`config.mk`:
```
export PLATFORM = sky130hd
export DESIGN_NAME = periodic_oneshot_timer_table_core
export DESIGN_NICKNAME = d
export VERILOG_FILES = /design/src/pott_pkg.sv /design/src/periodic_oneshot_timer_table_core.sv
export SDC_FILE = /design/constraint.sdc
export NUM_CORES = 1
export LEC_CHECK = 0
export ABC_AREA = 1
export BUFFER_PORTS_ARGS = -buffer_cell sky130_fd_sc_hd__buf_2
export CORE_MARGIN = 1
export CORE_UTILIZATION = 60
export DETAILED_ROUTE_END_ITERATION = 16
export PLACE_DENSITY = 0.77
export SYNTH_ARGS = -nofsm -noshare
export SYNTH_HDL_FRONTEND = slang
export SYNTH_SLANG_ARGS = --single-unit
```
`constraint.sdc`:
```
create_clock -name clk -period 11.1 [get_ports clk]
set_input_delay 2.775 -clock clk [delete_from_list [all_inputs] [get_ports clk]]
set_output_delay 2.775 -clock clk [all_outputs]
set_load 0.01 [all_outputs]
```
`src/pott_pkg.sv`:
```
// ----------------------------------------------------------------------------
// Timer table package
// Shared sizes, command codes and result codes for the timer table core.
// ----------------------------------------------------------------------------
package pott_pkg;

    localparam int TIMER_COUNT = 8;
    localparam int MAX_RESULTS = 8;

    localparam int IDX_W  = (TIMER_COUNT > 1) ? $clog2(TIMER_COUNT) : 1;
    localparam int CNT_W  = $clog2(MAX_RESULTS + 1);
    localparam int ID_W   = 8;
    localparam int TIME_W = 32;

    typedef enum logic [2:0] {
        CMD_CREATE = 3'd0,
        CMD_START  = 3'd1,
        CMD_STOP   = 3'd2,
        CMD_SET    = 3'd3,
        CMD_TICK   = 3'd4
    } cmd_t;

    localparam logic KIND_STATUS = 1'b0;
    localparam logic KIND_EXPIRY = 1'b1;
    localparam logic STAT_OK     = 1'b0;
    localparam logic STAT_ERR    = 1'b1;

    typedef enum logic [2:0] {
        ST_IDLE = 3'b001,
        ST_SCAN = 3'b010,
        ST_FIN  = 3'b100
    } state_t;

endpackage

```
`src/periodic_oneshot_timer_table_core.sv`:
```
// ----------------------------------------------------------------------------
// Timer table core
// Command-driven table of periodic and one-shot millisecond timers. Interval
// and start time live in two synchronous memories; the flags live in flops.
// ----------------------------------------------------------------------------
// A create, start, stop or set interval request gives its status in the cycle
// after the request; busy stays low, so these can be issued every cycle.
// A tick walks the table one entry per cycle through the memory read port and
// holds busy until the walk ends; results appear during the walk and the final
// one, marked by last, ends it.
// Reset clears the state machine and the per-timer flags; the memories are
// not cleared, since an entry's contents only matter once a create has written it.
// ----------------------------------------------------------------------------
module periodic_oneshot_timer_table_core
    import pott_pkg::*;
(
    input  logic              clk,
    input  logic              rst_n,
    input  logic              start,
    output logic              busy,
    input  logic [2:0]        command,
    input  logic [ID_W-1:0]   timer_id,
    input  logic [TIME_W-1:0] period_ms,
    input  logic              one_shot,
    input  logic [TIME_W-1:0] now_ms,
    output logic              strobe,
    output logic              kind,
    output logic              status,
    output logic [ID_W-1:0]   expired_id,
    output logic              last
);

    logic [TIME_W-1:0] interval_mem [TIMER_COUNT];
    logic [TIME_W-1:0] start_mem    [TIMER_COUNT];

    state_t                 state_reg, state_next;
    logic [TIMER_COUNT-1:0] enabled_reg, enabled_next;
    logic [TIMER_COUNT-1:0] one_shot_reg, one_shot_next;
    logic [TIMER_COUNT-1:0] created_reg, created_next;

    logic              issue_active_reg, issue_active_next;
    logic [IDX_W-1:0]  issue_idx_reg, issue_idx_next;
    logic              chk_valid_reg, chk_valid_next;
    logic [IDX_W-1:0]  chk_idx_reg, chk_idx_next;
    logic              pend_valid_reg, pend_valid_next;
    logic [IDX_W-1:0]  pend_idx_reg, pend_idx_next;
    logic [CNT_W-1:0]  cnt_reg, cnt_next;
    logic [TIME_W-1:0] now_reg, now_next;

    logic [TIME_W-1:0] rd_interval_reg;
    logic [TIME_W-1:0] rd_start_reg;

    logic              strobe_reg, strobe_next;
    logic              kind_reg, kind_next;
    logic              status_reg, status_next;
    logic [ID_W-1:0]   expired_id_reg, expired_id_next;
    logic              last_reg, last_next;

    logic              interval_we;
    logic [IDX_W-1:0]  interval_waddr;
    logic [TIME_W-1:0] interval_wdata;
    logic              start_we;
    logic [IDX_W-1:0]  start_waddr;
    logic [TIME_W-1:0] start_wdata;

    logic              id_ok;
    logic [IDX_W-1:0]  cmd_idx;
    logic [TIME_W-1:0] elapsed;
    logic              expire;

    assign id_ok   = timer_id < ID_W'(TIMER_COUNT);
    assign cmd_idx = timer_id[IDX_W-1:0];
    // Elapsed time with 32-bit wrap.
    assign elapsed = now_reg - rd_start_reg;
    assign expire  = chk_valid_reg && enabled_reg[chk_idx_reg] &&
                     (elapsed >= rd_interval_reg);

    always_comb
    begin
        state_next        = state_reg;
        enabled_next      = enabled_reg;
        one_shot_next     = one_shot_reg;
        created_next      = created_reg;
        issue_active_next = issue_active_reg;
        issue_idx_next    = issue_idx_reg;
        chk_valid_next    = chk_valid_reg;
        chk_idx_next      = chk_idx_reg;
        pend_valid_next   = pend_valid_reg;
        pend_idx_next     = pend_idx_reg;
        cnt_next          = cnt_reg;
        now_next          = now_reg;
        strobe_next       = 1'b0;
        kind_next         = kind_reg;
        status_next       = status_reg;
        expired_id_next   = expired_id_reg;
        last_next         = last_reg;
        interval_we       = 1'b0;
        interval_waddr    = cmd_idx;
        interval_wdata    = period_ms;
        start_we          = 1'b0;
        start_waddr       = cmd_idx;
        start_wdata       = now_ms;

        unique case (state_reg)
            ST_IDLE:
            begin
                if (start)
                begin
                    if (command == CMD_TICK)
                    begin
                        state_next        = ST_SCAN;
                        now_next          = now_ms;
                        issue_active_next = 1'b1;
                        issue_idx_next    = '0;
                        chk_valid_next    = 1'b0;
                        pend_valid_next   = 1'b0;
                        cnt_next          = '0;
                    end
                    else
                    begin
                        strobe_next     = 1'b1;
                        kind_next       = KIND_STATUS;
                        status_next     = STAT_ERR;
                        expired_id_next = '0;
                        last_next       = 1'b1;
                        unique case (command)
                            CMD_CREATE:
                            begin
                                if (id_ok && period_ms != '0)
                                begin
                                    enabled_next[cmd_idx]  = 1'b0;
                                    one_shot_next[cmd_idx] = one_shot;
                                    created_next[cmd_idx]  = 1'b1;
                                    interval_we            = 1'b1;
                                    start_we               = 1'b1;
                                    start_wdata            = '0;
                                    status_next            = STAT_OK;
                                end
                            end
                            CMD_START:
                            begin
                                if (id_ok && created_reg[cmd_idx])
                                begin
                                    enabled_next[cmd_idx] = 1'b1;
                                    start_we              = 1'b1;
                                    status_next           = STAT_OK;
                                end
                            end
                            CMD_STOP:
                            begin
                                if (id_ok)
                                begin
                                    enabled_next[cmd_idx] = 1'b0;
                                    status_next           = STAT_OK;
                                end
                            end
                            CMD_SET:
                            begin
                                if (id_ok && period_ms != '0)
                                begin
                                    interval_we = 1'b1;
                                    status_next = STAT_OK;
                                end
                            end
                            default:
                            begin
                                status_next = STAT_ERR;
                            end
                        endcase
                    end
                end
            end
            ST_SCAN:
            begin
                // Read stage: one table entry per cycle.
                chk_valid_next = issue_active_reg;
                chk_idx_next   = issue_idx_reg;
                if (issue_active_reg)
                begin
                    if (issue_idx_reg == IDX_W'(TIMER_COUNT - 1))
                        issue_active_next = 1'b0;
                    else
                        issue_idx_next = issue_idx_reg + IDX_W'(1);
                end
                else
                begin
                    state_next = ST_FIN;
                end

                // Check stage. An expiry is held in the pending slot until the next one is
                // found, so that the final one can carry last.
                if (expire)
                begin
                    start_we     = 1'b1;
                    start_waddr  = chk_idx_reg;
                    start_wdata  = now_reg;
                    if (one_shot_reg[chk_idx_reg])
                        enabled_next[chk_idx_reg] = 1'b0;
                    if (pend_valid_reg)
                    begin
                        strobe_next     = 1'b1;
                        kind_next       = KIND_EXPIRY;
                        status_next     = STAT_OK;
                        expired_id_next = ID_W'(pend_idx_reg);
                        last_next       = 1'b0;
                    end
                    pend_valid_next = 1'b1;
                    pend_idx_next   = chk_idx_reg;
                    cnt_next        = cnt_reg + CNT_W'(1);
                    // Once the result limit is reached the rest of the table
                    // is left untouched for a later tick.
                    if (cnt_reg == CNT_W'(MAX_RESULTS - 1))
                    begin
                        issue_active_next = 1'b0;
                        chk_valid_next    = 1'b0;
                        state_next        = ST_FIN;
                    end
                end
            end
            ST_FIN:
            begin
                strobe_next     = 1'b1;
                status_next     = STAT_OK;
                last_next       = 1'b1;
                if (pend_valid_reg)
                begin
                    kind_next       = KIND_EXPIRY;
                    expired_id_next = ID_W'(pend_idx_reg);
                end
                else
                begin
                    kind_next       = KIND_STATUS;
                    expired_id_next = '0;
                end
                state_next = ST_IDLE;
            end
            default:
            begin
                state_next = ST_IDLE;
            end
        endcase
    end

    always_ff @(posedge clk)
    begin
        if (interval_we)
            interval_mem[interval_waddr] <= interval_wdata;
        if (start_we)
            start_mem[start_waddr] <= start_wdata;
        rd_interval_reg <= interval_mem[issue_idx_reg];
        rd_start_reg    <= start_mem[issue_idx_reg];
    end

    always_ff @(posedge clk or negedge rst_n)
    begin
        if (!rst_n)
        begin
            state_reg        <= ST_IDLE;
            enabled_reg      <= '0;
            one_shot_reg     <= '0;
            created_reg      <= '0;
            issue_active_reg <= 1'b0;
            chk_valid_reg    <= 1'b0;
            pend_valid_reg   <= 1'b0;
            cnt_reg          <= '0;
            strobe_reg       <= 1'b0;
        end
        else
        begin
            state_reg        <= state_next;
            enabled_reg      <= enabled_next;
            one_shot_reg     <= one_shot_next;
            created_reg      <= created_next;
            issue_active_reg <= issue_active_next;
            chk_valid_reg    <= chk_valid_next;
            pend_valid_reg   <= pend_valid_next;
            cnt_reg          <= cnt_next;
            strobe_reg       <= strobe_next;
        end
    end

    always_ff @(posedge clk)
    begin
        issue_idx_reg  <= issue_idx_next;
        chk_idx_reg    <= chk_idx_next;
        pend_idx_reg   <= pend_idx_next;
        now_reg        <= now_next;
        kind_reg       <= kind_next;
        status_reg     <= status_next;
        expired_id_reg <= expired_id_next;
        last_reg       <= last_next;
    end

    assign busy       = (state_reg != ST_IDLE);
    assign strobe     = strobe_reg;
    assign kind       = kind_reg;
    assign status     = status_reg;
    assign expired_id = expired_id_reg;
    assign last       = last_reg;

    a_cmd_one_result: assert property (@(posedge clk) disable iff (!rst_n)
        (start && !busy && command != CMD_TICK) |=> (strobe && last &&
        kind == KIND_STATUS))
        else $error("command request did not give a single status result");

    a_tick_busy: assert property (@(posedge clk) disable iff (!rst_n)
        (start && !busy && command == CMD_TICK) |=> (busy && !strobe))
        else $error("tick request did not start a table walk");

    a_expiry_id: assert property (@(posedge clk) disable iff (!rst_n)
        (strobe && kind == KIND_EXPIRY) |-> (expired_id < ID_W'(TIMER_COUNT) &&
        status == STAT_OK))
        else $error("expiry result names a timer outside the table");

    a_result_cap: assert property (@(posedge clk) disable iff (!rst_n)
        cnt_reg <= CNT_W'(MAX_RESULTS))
        else $error("tick produced more expiries than allowed");

    a_fin_ends: assert property (@(posedge clk) disable iff (!rst_n)
        (state_reg == ST_FIN) |=> (strobe && last && !busy))
        else $error("table walk did not end with a final result");

endmodule

```
**Word level (Yosys, flattened, before mapping)**

Memory sizes are Yosys's and may differ from the RTL's. A register that Yosys moved wholly into a read port is not among the register bits.
Cells that the tools add are included.

- Output and inout bits: 13
- Register bits: 87
- Memory bits (read-only): 0
- Word-level logic and storage cells: 177
- Memory bits (writable): 512
- Bits in latches: 0
- Memories kept: 2

Memories:

| name | words | width | rd ports | clocked after Yosys merged registers in | write ports | RTL line | text |
|---|---|---|---|---|---|---|---|
| interval_mem | 8 | 32 | 1 | 1 | 1 | periodic_oneshot_timer_table_core.sv:33 | `logic [TIME_W-1:0] interval_mem [TIMER_COUNT];` |
| start_mem | 8 | 32 | 1 | 1 | 1 | periodic_oneshot_timer_table_core.sv:34 | `logic [TIME_W-1:0] start_mem [TIMER_COUNT];` |

- Div/mod/pow operators: 0
- Reductions and logical operators: 20
- Bitwise operators: 7
- Multiply operators: 0
- Shift-type cells: 0
- $add $sub $neg: 3
- Multiplexer cells: 100
- Equal/unequal tests: 22
- Order comparisons: 6

Operator list:

| kind | count |
|---|---|
| $mux W32 | 5 |
| $mux W8 | 11 |
| $pmux W32 S2 | 1 |
| $pmux W8 S3 | 2 |
| $mux W1 | 46 |
| $mux W3 | 12 |
| $ge A32 B32 Y1 | 1 |
| $reduce_bool A32 Y1 | 1 |
| $sub A32 B32 Y32 | 1 |
| $and A8 B8 Y8 | 2 |
| $ne A2 B2 Y1 const B | 8 |
| $not A8 Y8 | 2 |
| $or A8 B8 Y8 | 2 |
| $pmux W8 S2 | 1 |
| $pmux W1 S3 | 5 |
| $reduce_and A5 Y1 | 3 |
| $mux W4 | 3 |
| $pmux W3 S2 | 2 |
| $pmux W1 S2 | 5 |
| $bmux W1 S3 | 3 |
| $eq A3 B2 Y1 const B | 3 |
| $eq A3 B3 Y1 const B | 3 |
| $ne A3 B3 Y1 const B | 3 |
| $reduce_and A9 Y1 | 1 |
| 21 further kinds | 32 |

**Depth between registers and ports, before layout**

Gate-level depths: netlist (run 1).

- Depth after elaboration: 11
- Depth in mapped cells: 29
- Gate-level depth less buffers: 29

**Worst setup path after synthesis (run 1)**

Ideal clock, no wire load.

- Kind: input port to flip-flop
- From: input timer_id[0]
- To: memory start_mem[3][0] (enable)
- Data arrival time: 5.043 ns
- Slack: 5.636 ns
- Stages: 12
- Cell sequence: buf_2 > nand2_1 > o21ai_0 > nand2_1 > nand2_1 > nand2_1 > nand3_1 > o22ai_1 > nand3_1 > nand2_1 > nand2_1 > nor2_1

- Word-level cells in the longest chain between the ends: 10

Ends and longest elaborated chain:

| what | RTL line | text |
|---|---|---|
| start, declared | periodic_oneshot_timer_table_core.sv:22 | `input logic [ID_W-1:0] timer_id,` |
| branches (longest 10 deep; another with $lt A8 B4 Y1) | -- |  |
| end, declared | periodic_oneshot_timer_table_core.sv:34 |  |

Parallel ways; which one is timed is not known. The select of a mux whose other input is x is not followed.

**Final worst setup path (run 1)**

- From: register now_reg[0]
- To: memory start_mem[7][9] (enable)

- Word-level cells in the longest chain between the ends: 7

Ends and longest elaborated chain:

| what | RTL line | text |
|---|---|---|
| start, declared | periodic_oneshot_timer_table_core.sv:48 | `logic [TIME_W-1:0] now_reg, now_next;` |
| start signal, assigned | periodic_oneshot_timer_table_core.sv:287 | `now_reg <= now_next;` |
| $sub A32 B32 Y32 * | periodic_oneshot_timer_table_core.sv:74 | `assign elapsed = now_reg - rd_start_reg;` |
| $ge A32 B32 Y1 * | periodic_oneshot_timer_table_core.sv:76 | `(elapsed >= rd_interval_reg);` |
| $logic_and A1 B1 Y1 * | periodic_oneshot_timer_table_core.sv:75 | `assign expire = chk_valid_reg && enabled_reg[chk_idx_reg] &&` |
| $mux W1 | periodic_oneshot_timer_table_core.sv:192 | `if (expire)` |
| $pmux W1 S2 | periodic_oneshot_timer_table_core.sv:104 | `unique case (state_reg)` |
| $mux W1 | periodic_oneshot_timer_table_core.sv:248 | `if (start_we)` |
| $mux W1 (implied by the code) | periodic_oneshot_timer_table_core.sv:249 | `start_mem[start_waddr] <= start_wdata;` |

Mark *: on every way between the ends. The rest lies on a longest branch, timed or not.

==> results of run 1 <==
area by class of cell:
| type | instances | area, um^2 |
|---|---|---|
| sequential | 658 | 18940 |
| clock inverter | 30 | 334.1 |
| clock buffer | 94 | 1881 |
| inverter | 182 | 691.9 |
| multi-input combinational | 1564 | 7896 |
| fill | 3132 | 14480 |
| antenna | 1 | 2.502 |
| tap | 600 | 750.7 |
| timing repair buffer | 106 | 593.1 |
final timing paths:
check | from | end | slack, ns | depth (start not counted)
worst max-delay path | now_reg[0] | start_mem[7][9] | 5.16 | 29
worst min-delay path | created_reg[6] | created_reg[6] | 0.46 | 2
worst max register to register | now_reg[0] | start_mem[7][9] | 5.16 | 29
worst min register to register | created_reg[6] | created_reg[6] | 0.46 | 2
max in group asynchronous | rst_n | async pin | 8.32 | 1
min in group asynchronous | rst_n | issue_active_reg | 2.26 | 1
critical path, delay by kind of cell (launching register included):
family	cells	cell delay (ns)
compound gates	1	0.29
fa+ha+maj	3	0.83
buf+inv	5	1.25
flops	1	0.35
simple gates	20	2.78
kinds of logic after synthesis:
group,after synthesis
simple gates,936
compound gates,524
flops,658
fa+ha+maj,67
buf+inv,297
mux,1
xor+xnor,31
other cells,1
layout by cell type, fill, tap and decap left out, types with 20 or more instances in the layout:
cell	instances
a31oi_1	67
o21ai_0	295
nand4_1	20
edfxtp_1	559
xor2_1	20
a21oi_1	53
dfxtp_1	64
dfrtp_1	34
ha_1	66
buf_2	86
nor2_1	531
nand2_1	302
nand3_1	35
inv_1	175
clkbuf_16	69
o22ai_1	72
per-stage QoR:
| step | hold WS [ns] | util |
|---|---|---|
| after detailed placement | 0.4412 | 0.6336 |
| after global routing | 0.4869 | 0.6822 |
| after floorplan | 0.4224 | - |
| after CTS | 0.4637 | 0.6822 |
| final | 0.4630 | 0.6822 |
| after global placement | 0.4387 | 0.6336 |
per-layer routing:
layer	routed length, um	track usage
met1	26130	0.3652
met2	32090	0.4708
met3	5219	0.04714
met4	2226	0.1268
met5	0	0
power groups by stage:
stage / registers [mW] / logic (mW) / clock network (mW)
3_5_place_dp: 2.75 / 0.206 / 0
4_1_cts: 2.70 / 0.208 / 2.27
3_3_place_gp: 2.75 / 0.197 / 0
6_report: 2.70 / 0.209 / 2.25
2_1_floorplan: 2.75 / 0.126 / 0
5_1_grt: 2.70 / 0.234 / 2.37
synth_stat cells, drive strengths merged, types with 11 or more instances:
cell    number  share of area
nand3       38         0.0076
buf         39         0.0077
nand4       20         0.0045
o22ai       72          0.016
a31oi       67          0.015
edfxtp     559           0.60
ha          66          0.030
dfxtp       64          0.046
inv        181          0.024
dfrtp       34          0.031
clkbuf      76          0.010
nand2      307          0.042
nor2       549          0.074
xor2        20         0.0063
xnor2       11         0.0035
nor3        19         0.0040
o21ai      298          0.054
a21oi       56          0.011
==> summary.txt, run 1 <==
final setup violation count -> 0
CTS max path bufs -> 3
WL/cell -> 20.30 um
Core Rows -> 78
min Tclk post-route -> 5.943 ns
Worst setup SP type -> flip-flop
Tcrit/Tclk final -> 0.5354
GP Congestion -> 0.9243
Post-Route Skew -> 0.03374 ns
final setup margin -> 5.157 ns
Largest regs -> interval_mem x256, start_mem x256
H-tree levels -> 3
Clk Latency, worst-skew pair -> 0.61 ns
RSZ-0062 raised after global routing -> false
Arr. time, crit path -> 6.17 ns
Ys Warns -> 0
Crit Path Category -> reg -> reg
top_reg_cell synth -> edfxtp_1
Post-DP Area -> 28880 um^2
post-synthesis cell area -> 27880 um^2
Post-Layout Cell Count -> 3235
status -> completed
IO Port Bufs -> 86
largest family of logic cells by synthesized area -> simple AND/OR/NAND/NOR gates
vias in the first global route -> 19005
crit path max fanout -> 36
NetSw -> 1.073 mW
share of post-route cells with drive strength above 1 -> 0.09301
initial antenna violation count -> 1
VDD IR max -> 0.1257 mV
post-synthesis adder-cell area fraction -> 0.03034
Pint -> 4.090 mW
Crit path required time -> 11.33 ns
Critical-path top delay cell -> buf_4
number of library cell types mapped by synthesis -> 51
Reg power frac -> 0.523
total power -> 5.163 mW
Simple-Gate Fraction of Synth Area -> 0.1328
Worst-Margin Slew -> 1.293 ns
1st-iter DRT viols -> 2088
Max Fclk -> 168.3 MHz
Max-Cap Viols -> 0
ys async rst share -> 0.05319
#FFs+latches synth -> 658
Synth Instances -> 2515
Crit path top cell by count -> nand2_1
DRC Markers -> 0
Final #Nets -> 2725
Detailed Place HPWL -> 38.81 mm
DIE AREA -> 47340 um^2
mux contribution to synthesized area -> 0.0003590
global router's overall resource usage -> 0.2825
post-route cell area -> 31090 um^2
clock network fraction of total power -> 0.436
Synth-to-Final Area Change -> 11.52%
Setup TNS -> 0 ns
Compound-Gate Fraction of Synth Area -> 0.1047
Slew HR -> 0.1360
Sw Share -> 0.2079
Sink Count -> 658
total number of vias -> 19041
Setup Fix Bufs, Post-CTS -> 0
I/O pins -> 92
chip width -> 217.6 um
drt total wl -> 65.67 mm
critical path's largest stage delay -> 0.50 ns
DP Worst Slack -> 5.211 ns
Gate power share -> 0.041
Post-synth EDFFs -> 559
Final Max Slew Viols -> 0
Vert. Die Dim -> 217.6 um
Hold Buf Count CTS -> 0
dpl cells -> 3110
Final ANT Viol Nets -> 0
PostCTS Resize Cnt -> 0
Final Hold Viols -> 0
core area -> 45580 um^2
initial core utilization -> 0.6118
clk slew on worst S/H paths -> 0.06 ns
Seq/Total Area, Yosys -> 0.6795
Power Dens Cells -> 166.1 nW/um^2
cts bufs inserted -> 67
First-pass DRT Iterations -> 8
Hold WC Path Type -> reg -> reg
Synth Area per Inst -> 11.09 um^2
CTS tree -> yes
first-pass GRT wire length -> 101.9 mm
Synth Area in XOR/XNOR -> 0.009738
Congestion Overflow GR -> 0
Pleak -> 11.66 nW
clock root buffer -> clkbuf_16
Vias/cell -> 5.886
largest net degree at the start of global routing -> 189
critical path endpoint category -> flip-flop
Note: power is estimated with default switching activity, not from simulation.
==> inputs of run 2 (changes only) <==
==> constraint.sdc (replaced) <==
create_clock -name clk -period 5.94 [get_ports clk]
set_input_delay 1.485 -clock clk [delete_from_list [all_inputs] [get_ports clk]]
set_output_delay 1.485 -clock clk [all_outputs]
set_load 0.01 [all_outputs]
==> summary.txt, run 2 (synthesis gave the netlist of run 1 again) <==
final hold slack -> 0.4524 ns (-0.01061 ns)
Sw Share -> 0.2086 (+0.0007471)
Final ANT Viol Nets -> 0 (unchanged)
origin of the worst min-delay path -> created_reg[5]
final setup margin -> 0.8312 ns (-4.326 ns)
post-route cell area -> 31170 um^2 (+0.24%)
R2R cell count -> 26 (-10%)
Post-DP Area -> 28950 um^2 (+0.24%)
global router's overall resource usage -> 0.2845 (+0.002023)
total number of vias -> 19181 (+0.74%)
share of post-route cells with drive strength above 1 -> 0.09545 (+0.002440)
Tcrit/Tclk final -> 0.8601 (+0.3247)
Largest regs -> interval_mem x256, start_mem x256
Gate power share -> 0.041 (about the same)
status -> completed
Setup Fix Bufs, Post-CTS -> 0 (unchanged)
core area -> 45580 um^2 (unchanged)
first-pass GRT wire length -> 103.1 mm (+1.1%)
Pint -> 7.630 mW (+87%)
dpl cells -> 3116 (+0.19%)
Pleak -> 11.70 nW (+0.36%)
CTS max path bufs -> 3 (unchanged)
vias in the first global route -> 18807 (-1.0%)
final setup violation count -> 0 (unchanged)
Setup TNS -> 0 ns (unchanged)
Arr. time, crit path -> 5.33 ns (-0.84 ns)
clock root buffer -> clkbuf_16
GP Congestion -> 0.9171 (-0.78%)
Max Fclk -> 195.7 MHz (+16%)
highest-count cells in the layout ignoring fill and taps -> edfxtp_1 (559), nor2_1 (531), nand2_1 (302)
Worst-Margin Slew -> 1.113 ns (-0.1798 ns)
Congestion Overflow GR -> 0 (unchanged)
PostCTS Resize Cnt -> 0 (unchanged)
Clk Latency, worst-skew pair -> 0.60 ns (about the same)
Final Max Slew Viols -> 0 (unchanged)
Critical-path top delay cell -> buf_4
VDD IR max -> 0.2410 mV (+92%)
# fillers -> 3196 (+2.0%)
Post-Layout Cell Count -> 3244 (+0.28%)
WHS Endpoint -> created_reg[5]
cts bufs inserted -> 67 (unchanged)
Crit path top cell by count -> nand2_1
Crit path required time -> 6.16 ns (-5.17 ns)
Reg-to-Reg Start -> now_reg[0]
min Tclk post-route -> 5.109 ns (-0.8338 ns)
clk slew on worst S/H paths -> 0.06 ns (about the same)
Hold Crit Depth -> 2 (unchanged)
initial core utilization -> 0.6118 (unchanged)
Vert. Die Dim -> 217.6 um (unchanged)
Synth-to-Final Area Change -> 11.78%
H-tree levels -> 3 (unchanged)
chip width -> 217.6 um (unchanged)
initial antenna violation count -> 2 (+1)
DIE AREA -> 47340 um^2 (unchanged)
critical path's largest stage delay -> 0.49 ns (about the same)
Final #Nets -> 2731 (+0.22%)
WL/cell -> 20.54 um (+1.2%)
Vias/cell -> 5.913 (+0.46%)
crit path max fanout -> 28 (-22%)
Final Hold Viols -> 0 (unchanged)
Worst setup SP type -> flip-flop
Hold Buf Count CTS -> 0 (unchanged)
NetSw -> 2.011 mW (+87%)
Crit Path Category -> reg -> reg
Worst R2R Setup Slack -> 0.83 ns (-4.33 ns)
drt total wl -> 66.64 mm (+1.5%)
Core Rows -> 78 (unchanged)
total power -> 9.641 mW (+87%)
DRC Markers -> 0 (unchanged)
Reg power frac -> 0.524 (about the same)
Hold WC Path Type -> reg -> reg
critical path endpoint category -> flip-flop
IO Port Bufs -> 86 (unchanged)
leading cell type in the layout, fill and taps excluded -> edfxtp_1
DP Worst Slack -> 0.9428 ns (-4.268 ns)
RSZ-0062 raised after global routing -> false
Max-Cap Viols -> 0 (unchanged)
Power Dens Cells -> 309.3 nW/um^2 (+86%)
RR Endpoint -> start_mem[6][7]
1st-iter DRT viols -> 2015 (-3.5%)
clock network fraction of total power -> 0.435 (about the same)
First-pass DRT Iterations -> 6 (-2)
fin util -> 0.6839 (+0.001620)
I/O pins -> 92 (unchanged)
Detailed Place HPWL -> 39.08 mm (+0.70%)
Sink Count -> 658 (unchanged)
CTS tree -> yes
Slew HR -> 0.2551 (+0.1191)
largest net degree at the start of global routing -> 168 (-11%)
Post-Route Skew -> 0.02448 ns (-0.009256 ns)
[run 2: changes by cell type in the layout (fill, tap and decap cells not counted)]
cell,delta
clkbuf_8,+5
buf_4,+4
clkbuf_1,-4
clkinv_1,+3
clkinv_2,-3
diode_2,+3
buf_12,+2
inv_6,+2
bufinv_16,-1
clkbuf_16,-1
clkinv_8,-1
[run 2: metal layers]
metal  up-vias  wire length, um  track usage
li1       8919                -            -
met3       154             4097      0.03849
met5         -                0            0
met1      9353            27340       0.3821
met2       755            32820       0.4728
met4         0             2375       0.1106
[run 2: critical path, delay by kind of cell (launching register included)]
kind,cells,cell delay (ns)
DFF,1,0.35
buffers and inverters,3,0.68
AOI/OAI and AO/OA,2,0.61
and+or+nand+nor,18,2.21
adders and majority gates,3,0.83
[run 2: final cells by class]
class,count,area [um^2],area share
clock buffers,94,1909,0.06126
well taps,600,750.7,0.02409
inverters,182,691.9,0.02220
multi-input cells,1564,7896,0.2534
repair buffers,112,663.1,0.02128
clock inverters,30,301.5,0.009675
diodes,4,10.01,0.0003212
flip-flops and latches,658,18940,0.6078
[run 2: power groups by stage]
stage / Combinational, mW / Sequential, mW / Clock, mW
global placement: 0.376 / 5.14 / 0
global route: 0.440 / 5.05 / 4.41
detailed placement: 0.389 / 5.14 / 0
CTS: 0.394 / 5.05 / 4.22
finish: 0.397 / 5.05 / 4.20
floorplan: 0.236 / 5.14 / 0
[run 2: worst max path at each step]
stage | startpoint | endpoint | slack (ns) | depth (start not counted)
finish | now_reg[0] | start_mem[6][7] | 0.83 | 26
global route | now_reg[0] | start_mem[6][10] | 0.38 | 26
CTS | now_reg[0] | start_mem[6][7] | 0.92 | 26
detailed placement | now_reg[0] | start_mem[6][8] | 0.94 | 26
global placement | now_reg[0] | start_mem[7][10] | 1.11 | 28
floorplan | now_reg[0] | start_mem[4][0] | 0.91 | 26
==> inputs of run 3 (changes only) <==
--- a/config.mk
+++ b/config.mk
@@ -7,10 +7,12 @@
 export LEC_CHECK = 0
 export ABC_AREA = 1
 export BUFFER_PORTS_ARGS = -buffer_cell sky130_fd_sc_hd__buf_2
+export CELL_PAD_IN_SITES_DETAIL_PLACEMENT = 2
+export CELL_PAD_IN_SITES_GLOBAL_PLACEMENT = 2
 export CORE_MARGIN = 1
-export CORE_UTILIZATION = 60
+export CORE_UTILIZATION = 42
 export DETAILED_ROUTE_END_ITERATION = 16
-export PLACE_DENSITY = 0.77
+export PLACE_DENSITY_LB_ADDON = 0.1
 export SYNTH_ARGS = -nofsm -noshare
 export SYNTH_HDL_FRONTEND = slang
 export SYNTH_SLANG_ARGS = --single-unit
==> constraint.sdc (replaced) <==
create_clock -name clk -period 5 [get_ports clk]
set_input_delay 1.25 -clock clk [delete_from_list [all_inputs] [get_ports clk]]
set_output_delay 1.25 -clock clk [all_outputs]
set_load 0.01 [all_outputs]
==> summary.txt, run 3 (synthesis gave the netlist of run 1 again) <==
VDD IR max -> 0.2697 mV (+12%)
Worst setup SP type -> flip-flop
leading cell type in the layout, fill and taps excluded -> edfxtp_1
Buf/Inv on CP -> 3 (unchanged)
core area -> 65750 um^2 (+44%)
total power -> 11.99 mW (+24%)
initial antenna violation count -> 4 (+2)
initial core utilization -> 0.4241 (-0.1877)
min Tclk post-route -> 4.806 ns (-0.3029 ns)
Sink Count -> 658 (unchanged)
Crit path required time -> 5.32 ns (-0.84 ns)
Final Max Slew Viols -> 0 (unchanged)
Critical-path top delay cell -> ha_1
vias in the first global route -> 22115 (+18%)
Pleak -> 11.98 nW (+2.4%)
Final #Nets -> 2761 (+1.1%)
Vias/cell -> 5.580 (-5.6%)
crit path max fanout -> 13 (-54%)
R2R cell count -> 22 (-15%)
1st-iter DRT viols -> 1238 (-39%)
Post-Route Skew -> 0.02528 ns (+0.0007931 ns)
Crit path max-delay family -> compound AO/OA/AOI/OAI gates
final setup margin -> 0.1941 ns (-0.6371 ns)
DIE AREA -> 67420 um^2 (+42%)
Worst Setup EP -> start_mem[4][14]
cts bufs inserted -> 72 (+7.5%)
status -> completed
Final ANT Viol Nets -> 0 (unchanged)
DRC Markers -> 0 (unchanged)
Max Fclk -> 208.1 MHz (+6.3%)
I/O pins -> 92 (unchanged)
Slew HR -> 0.3513 (+0.09617)
Congestion Overflow GR -> 0 (unchanged)
Hold WC Path Type -> reg -> reg
RSZ-0062 raised after global routing -> true
Synth-to-Final Area Change -> 15.40%
Worst-Margin Slew -> 0.9731 ns (-0.1400 ns)
Tcrit/Tclk final -> 0.9612 (+0.1011)
H-tree levels -> 3 (unchanged)
WL/cell -> 25.69 um (+25%)
CTS max path bufs -> 3 (unchanged)
IO Port Bufs -> 86 (unchanged)
clock root buffer -> clkbuf_16
final setup violation count -> 0 (unchanged)
Hold Buf Count CTS -> 0 (unchanged)
Detailed Place HPWL -> 56.29 mm (+44%)
critical path launch point -> now_reg[13]
highest-count cells in the layout ignoring fill and taps -> edfxtp_1 (559), nor2_1 (531), nand2_1 (296)
RR Endpoint -> start_mem[4][14]
Stages on worst setup path -> 22 (-15%)
largest net degree at the start of global routing -> 187 (+11%)
final hold slack -> 0.4500 ns (-0.002382 ns)
first-pass GRT wire length -> 135.4 mm (+31%)
Arr. time, crit path -> 5.13 ns (-0.20 ns)
Final Hold Viols -> 0 (unchanged)
share of post-route cells with drive strength above 1 -> 0.1089 (+0.01349)
Crit path top cell by count -> nand2_1
Largest regs -> interval_mem x256, start_mem x256
critical path endpoint category -> flip-flop
Worst R2R Setup Slack -> 0.19 ns (-0.64 ns)
Crit Path Category -> reg -> reg
First-pass DRT Iterations -> 4 (-2)
DP Worst Slack -> -0.02992 ns (-0.9727 ns)
crit-path cells -> ha_1 > nand2_1 > nor2_1 > inv_1 > o21ai_1 > a21oi_2 > o21ai_0 > xor2_1 > ha_1 > a21oi_1 > o21ai_0 > nand2_1 > nand2_1 > a21oi_1 > nand2_4 > nand3_2 > buf_4 > nand2_1 > o21ai_1 > nand2_1 > nor2_4 > clkbuf_16
Clk Latency, worst-skew pair -> 0.62 ns (+0.02 ns)
Power Dens Cells -> 372.5 nW/um^2 (+20%)
drt total wl -> 90.83 mm (+36%)
total number of vias -> 19725 (+2.8%)
Core Rows -> 94 (+21%)
Vert. Die Dim -> 259.7 um (+19%)
chip width -> 259.7 um (+19%)
Post-DP Area -> 29520 um^2 (+2.0%)
Max-Cap Viols -> 0 (unchanged)
post-route cell area -> 32180 um^2 (+3.2%)
Inserted Diodes -> 0 (-4)
global router's overall resource usage -> 0.2683 (-0.01626)
Reg-to-Reg Start -> now_reg[13]
GP Congestion -> 0.8740 (-4.7%)
CTS tree -> yes
critical path's largest stage delay -> 0.44 ns (-0.05 ns)
clk slew on worst S/H paths -> 0.06 ns (about the same)
[run 3: cell count changes in the layout (fill, tap and decap cells not counted), moves of 4 or more]
cell / delta
buf_12: +12
clkbuf_16: +11
clkbuf_1: +10
nand2_1: -6
nand2_2: +5
buf_4: +4
clkbuf_8: -4
clkinv_1: -4
diode_2: -4
o21ai_0: -4
[run 3: metrics by stage]
stage,TNS [ns],utilization,instances
floorplan,-5.513,-,2519
global placement,0,0.4490,3395
detailed placement,-0.4156,0.4490,3395
CTS,0,0.4854,3525
global route,-0.2318,0.4894,3535
finish,0,0.4894,3535
[run 3: final cells by class]
| class | instances | area (um^2) |
|---|---|---|
| fillers | 6537 | 33570 |
| flip-flops and latches | 658 | 18940 |
| multi-input cells | 1565 | 7979 |
| clock buffers | 106 | 2042 |
| repair buffers | 136 | 1096 |
| well taps | 864 | 1081 |
| inverters | 182 | 695.7 |
| clock inverters | 24 | 337.8 |
[run 3: worst min-delay path by stage]
stage                   start             end  slack, ns  depth (start not counted)
6_report       created_reg[3]  created_reg[3]       0.45                          2
5_1_grt        created_reg[3]  created_reg[3]       0.48                          2
4_1_cts        created_reg[3]  created_reg[3]       0.46                          2
3_5_place_dp   created_reg[3]  created_reg[3]       0.44                          2
3_3_place_gp   created_reg[2]  created_reg[2]       0.44                          2
2_1_floorplan  created_reg[2]  created_reg[2]       0.42                          2
[run 3: worst min-delay path: cells and delay by family (launching register included)]
kind / cells / cell delay [ns]
flops: 1 / 0.32
buf+inv: 1 / 0.05
simple gates: 1 / 0.05
[run 3: power breakdown]
part           switching [mW]  total, mW  internal, mW
combinational           0.376      0.526         0.150
sequential             0.0189       6.00          5.98
clock                    2.21       5.46          3.25
total                    2.61       12.0          9.38
[run 3: timing repair]
item,4_1_cts,5_1_grt
pin swaps,0,3
setup endpoints to repair,324,512
gates cloned,0,7
resized for setup,5,19
buffers inserted,0,3
[run 3: layer usage]
metal  track usage  share of wire
met1        0.3313           0.42
met2        0.4888           0.53
met3       0.03090          0.025
met4       0.08235          0.026
met5             0        0.00067
